$ cat src/hdl/spq_pkg.sv
// Shared types and codes for the sorted priority queue.
package spq_pkg;

  localparam int PRIO_W = 16;
  localparam int PAYLOAD_W = 16;
  localparam int STATUS_W = 2;

  localparam logic OP_INSERT = 1'b0;
  localparam logic OP_EXTRACT = 1'b1;

  localparam logic [STATUS_W-1:0] ST_INSERTED = 2'd0;
  localparam logic [STATUS_W-1:0] ST_EXTRACTED = 2'd1;
  localparam logic [STATUS_W-1:0] ST_EMPTY = 2'd2;
  localparam logic [STATUS_W-1:0] ST_FULL = 2'd3;

  // One queue slot as it travels between neighboring cells.
  typedef struct packed {
    logic                 valid;
    logic [PRIO_W-1:0]    prio;
    logic [PAYLOAD_W-1:0] payload;
  } entry_t;

  // Broadcast control that every cell sees in the same cycle.
  typedef struct packed {
    logic                 shift_in;
    logic                 shift_out;
    logic [PRIO_W-1:0]    prio;
    logic [PAYLOAD_W-1:0] payload;
  } cell_ctrl_t;

endpackage

$ cat src/hdl/spq_cell.sv
// One slot of the sorted chain: holds an entry and trades it with its neighbors.
module spq_cell (
  input  logic               clk,
  input  logic               rst,
  input  spq_pkg::cell_ctrl_t ctrl,
  input  spq_pkg::entry_t    left_entry,
  input  logic               left_keep,
  input  spq_pkg::entry_t    right_entry,
  output spq_pkg::entry_t    entry,
  output logic               keep
);

  spq_pkg::entry_t entry_next;

  // A valid entry with a strictly smaller number stays ahead of a new one.
  assign keep = entry.valid && (entry.prio < ctrl.prio);

  always_comb begin
    entry_next = entry;
    if (ctrl.shift_in) begin
      if (!keep) begin
        if (left_keep) begin
          entry_next.valid = 1'b1;
          entry_next.prio = ctrl.prio;
          entry_next.payload = ctrl.payload;
        end else begin
          entry_next = left_entry;
        end
      end
    end else if (ctrl.shift_out) begin
      entry_next = right_entry;
    end
  end

  always_ff @(posedge clk) begin
    if (rst) begin
      entry.valid <= 1'b0;
    end else begin
      entry.valid <= entry_next.valid;
    end
    entry.prio <= entry_next.prio;
    entry.payload <= entry_next.payload;
  end

endmodule

$ cat src/hdl/sorted_priority_queue.sv
// Top level of the sorted priority queue built as a chain of cells.
//
// A bounded priority queue of QUEUE_DEPTH entries kept in ascending order of
// priority number, with the head in the first cell. A command is a transfer
// at a rising edge where start is high and busy is low; busy is high only
// while the block comes out of reset, so a command can be given in every
// cycle, back to back with no gap. Exactly one result follows
// each command: done is high for one cycle, the cycle after the transfer,
// and status, head_priority and head_payload are valid only then. The
// receiver cannot stall, so it must capture the result in that cycle. An
// insert places the entry ahead of all entries with an equal or larger
// number, so equal priorities leave newest first; an insert into a full
// queue is refused with the full status. An extract returns the head entry,
// or the empty status with zero fields when nothing is stored. The one-cycle
// rate comes from the cell chain: every cell compares its own priority with
// the new one at once and takes its new contents from itself, its left
// neighbor, the command, or its right neighbor in the same clock edge.
module sorted_priority_queue #(
  parameter int QUEUE_DEPTH = 16
) (
  input  logic                          clk,
  input  logic                          rst,
  input  logic                          start,
  output logic                          busy,
  input  logic                          op,
  input  logic [spq_pkg::PRIO_W-1:0]    task_priority,
  input  logic [spq_pkg::PAYLOAD_W-1:0] task_payload,
  output logic                          done,
  output logic [spq_pkg::STATUS_W-1:0]  status,
  output logic [spq_pkg::PRIO_W-1:0]    head_priority,
  output logic [spq_pkg::PAYLOAD_W-1:0] head_payload
);

  spq_pkg::entry_t     cell_entry [QUEUE_DEPTH];
  logic [QUEUE_DEPTH-1:0] cell_keep;
  logic [QUEUE_DEPTH-1:0] valid_vec;
  spq_pkg::cell_ctrl_t ctrl;
  spq_pkg::entry_t     empty_entry;
  logic                accept;
  logic                is_full;
  logic                is_empty;

  assign accept = start && !busy;

  // The chain stays packed toward the head, so the end cells tell fill state.
  assign is_full = cell_entry[QUEUE_DEPTH-1].valid;
  assign is_empty = !cell_entry[0].valid;

  assign ctrl.shift_in = accept && (op == spq_pkg::OP_INSERT) && !is_full;
  assign ctrl.shift_out = accept && (op == spq_pkg::OP_EXTRACT) && !is_empty;
  assign ctrl.prio = task_priority;
  assign ctrl.payload = task_payload;

  assign empty_entry.valid = 1'b0;
  assign empty_entry.prio = '0;
  assign empty_entry.payload = '0;

  // The head cell sees a left neighbor that always stays ahead, and the tail
  // cell pulls in an empty slot when the queue moves toward the head.
  for (genvar i = 0; i < QUEUE_DEPTH; i++) begin : g_cell
    spq_pkg::entry_t left_entry;
    spq_pkg::entry_t right_entry;
    logic            left_keep;

    if (i == 0) begin : g_head
      assign left_entry = empty_entry;
      assign left_keep = 1'b1;
    end else begin : g_body
      assign left_entry = cell_entry[i-1];
      assign left_keep = cell_keep[i-1];
    end

    if (i == QUEUE_DEPTH - 1) begin : g_tail
      assign right_entry = empty_entry;
    end else begin : g_inner
      assign right_entry = cell_entry[i+1];
    end

    spq_cell u_cell (
      .clk        (clk),
      .rst        (rst),
      .ctrl       (ctrl),
      .left_entry (left_entry),
      .left_keep  (left_keep),
      .right_entry(right_entry),
      .entry      (cell_entry[i]),
      .keep       (cell_keep[i])
    );

    assign valid_vec[i] = cell_entry[i].valid;
  end

  // Busy is set while reset clears the cells and drops once reset is released.
  always_ff @(posedge clk) begin
    if (rst) begin
      busy <= 1'b1;
      done <= 1'b0;
    end else begin
      busy <= 1'b0;
      done <= accept;
    end
  end

  // Result register: the head is read before the chain moves.
  always_ff @(posedge clk) begin
    if (accept) begin
      head_priority <= '0;
      head_payload <= '0;
      if (op == spq_pkg::OP_INSERT) begin
        status <= is_full ? spq_pkg::ST_FULL : spq_pkg::ST_INSERTED;
      end else if (is_empty) begin
        status <= spq_pkg::ST_EMPTY;
      end else begin
        status <= spq_pkg::ST_EXTRACTED;
        head_priority <= cell_entry[0].prio;
        head_payload <= cell_entry[0].payload;
      end
    end
  end

`ifndef SYNTH
  // Valid cells always form an unbroken run starting at the head.
  a_packed: assert property (@(posedge clk) disable iff (rst)
    ((valid_vec + 1'b1) & valid_vec) == '0)
    else $error("queue cells not packed toward the head");

  // Each result follows exactly one transfer.
  a_done_follows: assert property (@(posedge clk) disable iff (rst)
    done |-> $past(accept))
    else $error("result without a preceding transfer");

  // A refused insert leaves the queue untouched.
  a_full_hold: assert property (@(posedge clk) disable iff (rst)
    accept && (op == spq_pkg::OP_INSERT) && is_full |=> $stable(valid_vec))
    else $error("full queue changed on a refused insert");

  // An extract from a nonempty queue drops exactly one entry.
  a_extract_count: assert property (@(posedge clk) disable iff (rst)
    ctrl.shift_out |=> $countones(valid_vec) + 1 == $countones($past(valid_vec)))
    else $error("extract did not remove exactly one entry");
`endif

endmodule
$ cat config.mk
export PLATFORM = sky130hd
export DESIGN_NAME = sorted_priority_queue
export DESIGN_NICKNAME = d
export VERILOG_FILES = /design/src/hdl/spq_pkg.sv /design/src/hdl/spq_cell.sv /design/src/hdl/sorted_priority_queue.sv
export SDC_FILE = /design/constraint.sdc
export NUM_CORES = 2
export LEC_CHECK = 0
export CORE_UTILIZATION = 35
export DETAILED_ROUTE_END_ITERATION = 10
export DONT_BUFFER_PORTS = 1
export GPL_TIMING_DRIVEN = 1
export HOLD_SLACK_MARGIN = 0.02
export MAX_ROUTING_LAYER = met4
export PLACE_DENSITY_LB_ADDON = 0.08
export SLEW_MARGIN = 30
export SYNTH_ARGS = -nofsm -noshare
export SYNTH_HDL_FRONTEND = slang
export SYNTH_SLANG_ARGS = --single-unit
$ cat constraint.sdc
create_clock -name clk -period 12.9 [get_ports clk]
set_input_delay 2.58 -clock clk [delete_from_list [all_inputs] [get_ports clk]]
set_output_delay 2.58 -clock clk [all_outputs]
set_load 0.02 [all_outputs]
* Yosys cells after proc, flatten, opt, wreduce, memory -nomap -nowiden
Index checks and enable logic that the tools add are counted.
** Word-level totals
- Flip-flop bits (word level) :: 564
- Word-level logic and storage cells :: 194
- RAM bits :: 0
- ROM bits :: 0
- Output and inout port bits :: 36
- Memories kept :: 0
- Bits of input ports :: 36
- Bits in latches :: 0
** Operators by class
- Bitwise logic cells :: 1
- $lt $le $gt $ge :: 16
- Divide/modulo/power cells :: 0
- Add/sub/neg operators :: 0
- Eq/ne operators :: 16
- Reduce and logical (&&, ||, !) cells :: 41
- $mul :: 0
- Shift operators :: 0
- Mux-type cells :: 67
** Operators with widths (number)
- $mux W33 :: 63
- $lt A16 B16 Y1 :: 16
- $reduce_and A2 Y1 :: 17
- $ne A2 B2 Y1 const B :: 16
- $logic_and A1 B1 Y1 :: 21
- $mux W2 :: 3
- $logic_not A1 Y1 :: 2
- $reduce_bool A2 Y1 :: 1
- $mux W1 :: 1
- $not A1 Y1 :: 1

* Logic depth before layout (Yosys ltp)
- Depth after elaboration :: 6
- Gate-level depth with buffers :: 10
- Gate-level depth less buffers :: 8

* Hierarchy
A second synthesis with hierarchy kept.
** Unflattened totals
- Cells, all modules :: 3338
- Area total of the unflattened synthesis :: 34634.5 µm²
** Modules (own cells, without submodules)
- spq_cell (g_cell[0].u_cell ...) :: cells an instance 203, sequential area each 980.9 µm², instances 11, area an instance 2084.5 µm²
- spq_cell (g_cell[5].u_cell ...) :: cells an instance 204, sequential area each 980.9 µm², instances 5, area an instance 2068.2 µm²
- sorted_priority_queue :: cells an instance 85, sequential area each 1061.0 µm², instances 1, area an instance 1363.8 µm²

* Least setup slack after synthesis
OpenSTA, ideal clock, no wires.
- Path type :: input -> register
- From :: input task_priority[11] (netlist name)
- To :: register g_cell[2].u_cell.entry[0] (netlist name), enable pin
- Data required time :: 12.434 ns
- Buffers on the path :: 2
- Library setup time :: 0.466 ns
- Path slack :: 5.795 ns
- Cell stages on the path :: 9
- Arrival :: 6.640 ns
- Cell sequence :: inv_1 ha_1 nand4_1 or4_1 o21ai_1 buf_2 buf_2 nor2_1 o21ai_0
** On the way
- Word-level cells in the longest chain between the ends :: 4
** Ends and longest elaborated chain
- from (decl) :: line sorted_priority_queue.sv:26 : input logic [spq_pkg::PRIO_W-1:0] task_priority,
- $lt A16 B16 Y1 :: line spq_cell.sv:16 : assign keep = entry.valid && (entry.prio < ctrl.prio);
- $logic_and A1 B1 Y1 :: line spq_cell.sv:16
- $ne A2 B2 Y1 (no line)
- $reduce_and A2 Y1 (no line)
- to (decl) :: line spq_cell.sv:9 : output spq_pkg::entry_t entry,
No other way between the ends.
A chain may end at the register's enable or synchronous reset.

* Final worst setup path
- From :: input task_priority[2] (netlist name)
- To :: register g_cell[10].u_cell.entry[4] (netlist name), enable pin
** On the way
- Word-level cells in the longest chain between the ends :: 4
** Ends and longest elaborated chain (line)
- $lt A16 B16 Y1 :: spq_cell.sv:16
- $logic_and A1 B1 Y1 :: spq_cell.sv:16
- $ne A2 B2 Y1 (no line)
- $reduce_and A2 Y1 (no line)
- to (decl) :: spq_cell.sv:9
No other way between the ends.

==> impl_metrics.yaml <==
sta:
  min_period_ns: 6.008
  fin_skew_ns: 0.01384
  max_freq_mhz: 166.5
  hold_viol: 0
  tightestPinTransition_ns: 1.134
  tns_ns: 0
  finalSetupViolations: 0
  rsz0062_at_grt: "no"
  drv_slew: 0
  finalCritPeriodShare_pct: 46.57
  fin_ws_ns: 6.892
  slew_headroom_pct: 24.43
final_layout:
  syn_to_final_growth_pct: 9.755
  n_antenna_cell: 0
  stdcell_area_um2: 39160
  post-route-util_pct: 38.94
  fin_cells: 4614
  nets: 3468
  drive_above_1_share_pct: 12.96
  fill_cells: 9741
detailed_routing:
  drt-initial-drc-count: 4297
  drtAntennaViolNets: 0
  drc: 0
  first_pass_iters: 8
  wirelength_um: 144900
  vias_per_cell: 6.632
  vias: 30600
  wl_per_cell_um: 31.41
job:
  drv_cap: 0
clock_tree:
  cts_made_buffers: 70
  postCtsSetupRepairBufs: 0
  clkSinkCount: 564
  clk_root_buffer_cell: "clkbuf_16"
  cts-htree-levels: 3
  cts_max_path_buffers: 3
  cts_resized: 0
  clk_pin_slew_ns: 0.06
  cts_tree: "yes"
  clock_latency_ns: 0.63
  cts_hold_buf: 0
die:
  io_pins: 72
  core_um2: 100600
  rows: 116
  dieArea_um2: 103200
  die_w_um: 321.3
  die_h_um: 321.3
  start_util_pct: 35.48
logic_synthesis:
  synthAdderAreaFrac_pct: 7.890
  synth-compound-area-share_pct: 28.12
  syn_nets: 3685
  synth_area_per_cell_um2: 10.42
  synthSimpleGateAreaFrac_pct: 7.851
  synth-async-reset-ratio_pct: 0
  synth_cells: 3424
  synth_xor_area_share_pct: 0
  synth_area_um2: 35680
  synth_top_family_by_area: "compound AO/OA/AOI/OAI gates"
  synth_flop_cell: "edfxtp_1"
  synth_warnings: 0
  yosysSeqAreaShare_pct: 46.96
  synth_seq_cells: 564
  synth_edf_count: 546
  yosysUniqueCellTypes: 58
  muxShareOfSynthArea_pct: 1.823
power:
  ir_drop_mv: 0.08504
  p_leak_nw: 14.20
  p_per_area_nw_per_um2: 119.5
outcome:
  status: "complete, no violations"
global_routing:
  track_usage_pct: 28.26
  grt.busiest_layer: "met1"
  grt_pass1_wl_um: 209600
  antenna_found_initial: 0
  grt-ovfl-total: 0
  use_met1_pct: 40.83
  grt_pass1_vias: 28570
  use_met2_pct: 39.77
  use_met3_pct: 5.755
  grt_max_degree: 202
placement:
  dpl.hpwl_um: 95910
  io_buffer_count: 0
  placed_cell_area_um2: 36990
  place_ws_ns: 6.337
  dp_cells: 4492
  place_congestion: 0.9201
setup_path:
  critPathLaunchType: "primary input"
  worstSetupPathType: "primary input to flop"
  cp.arrival_ns: 6.34
  crit_path_end_kind: "flop"
  critPathMaxFanout: 49
  cp_data_required_time_ns: 13.23
hold_path:
  hp-class: "flop to flop"
## layer usage
layer / vias to the layer above / part of all wire (%)
met4: 0 / 2.7
li1: 13170 / -
met3: 237 / 9.6
met5: - / 0
met1: 15500 / 46
met2: 1689 / 42
## area by class of cell
type                            instances  area, um^2  area share, %
Clock buffer                           88        1883          4.808
Multi-Input combinational cell       2239       16710          42.67
Tap cell                             1357        1698          4.335
Timing Repair Buffer                  104       974.7          2.489
Sequential cell                       564       16760          42.79
Clock inverter                         34       282.8         0.7220
Inverter                              228       855.8          2.185
## cells by family (layout without fill, tap and decap cells)
kind of cell    Yosys count  in the layout
flops                   564            564
fa+ha+maj               225            225
compound gates         1287           1287
mux                      65             65
buf+inv                 621            454
simple gates            662            662
## flip-flops by register name, indices dropped and copies added (netlist names)
name / count
head_payload: 16
status: 2
head_priority: 16
done: 1
busy: 1
g_cell.u_cell.entry: 528
## worst max-delay path: stages
cell	delay (ns)
inv_1	0.46
buf_4	0.29
ha_1	0.26
a211o_1	0.27
a31oi_1	0.15
nor3_1	0.10
o311ai_4	0.26
buf_4	0.53
and3_1	0.83
o21ai_4	0.22
buf_4	0.33
## worst paths after layout
kind / slack (ns) / end / cells past startpoint / from
max reg2reg: 8.88 / g_cell[3].u_cell.entry[8] / 7 / busy
min reg2reg: 0.56 / head_payload[12] / 2 / g_cell[0].u_cell.entry[12]
max: 6.89 / g_cell[10].u_cell.entry[4] / 11 / task_priority[2]
min: 0.56 / head_payload[12] / 2 / g_cell[0].u_cell.entry[12]
## Yosys cell counts, drive strengths merged (2+ instances only)
cell type	n	area (um^2)
o311ai	11	209.0
mux2i	65	650.6
clkbuf	273	1025
a21oi	127	635.6
a22oi	129	968.4
a31o	176	1541
inv	228	855.8
o21a	2	15.01
o22ai	43	269.0
a211o	12	105.1
a2111oi	2	23.77
nand3	13	65.06
o211ai	13	102.6
a41oi	176	1541
o21ai	90	450.4
a31oi	172	1076
nor2	250	938.4
dfxtp	18	360.4
buf	120	743.2
a221o	176	1762
nand4	16	100.1
a311oi	32	280.3
nor3	49	265.3
and4	4	35.03
nand3b	2	15.01
edfxtp	546	16400
nand2	271	1017
nand2b	28	175.2
a21o	18	135.1
o31a	10	87.58
a211oi	25	187.7
and3	23	143.9
a221oi	32	280.3
ha	225	2815
o221ai	33	289.0
## cells in the final DEF (no fill, tap or decap), drive strengths merged, types with 25 or more instances in the layout
| master | netlist | final |
|---|---|---|
| clkinv | 0 | 27 |
| a41oi | 176 | 176 |
| nor2 | 250 | 250 |
| a221o | 176 | 176 |
| ha | 225 | 225 |
| a31o | 176 | 176 |
| a31oi | 172 | 172 |
| a22oi | 129 | 129 |
| nand2 | 271 | 271 |
| a221oi | 32 | 32 |
| a21oi | 127 | 127 |
| nor3 | 49 | 49 |
| inv | 228 | 229 |
| o21ai | 90 | 90 |
| nand2b | 28 | 28 |
| buf | 120 | 104 |
| a211oi | 25 | 25 |
| clkbuf | 273 | 88 |
| a311oi | 32 | 32 |
| edfxtp | 546 | 546 |
| mux2i | 65 | 65 |
| o221ai | 33 | 33 |
| o22ai | 43 | 43 |
## stage by stage
step / total power, mW / hold WS (ns)
finish: 4.679 / 0.5605
floorplan: 2.556 / 0.4969
detailed placement: 2.752 / 0.5507
global route: 4.822 / 0.5943
global placement: 2.729 / 0.5421
CTS: 4.699 / 0.5673
## power breakdown
part / internal (mW) / switching [mW] / leakage (nW)
Sequential: 2.10 / 0.0688 / 5.19
Clock: 1.11 / 0.841 / 1.06
Combinational: 0.199 / 0.362 / 7.95
Total: 3.41 / 1.27 / 14.2
No activity file was read; power rests on OpenSTA's default activity.
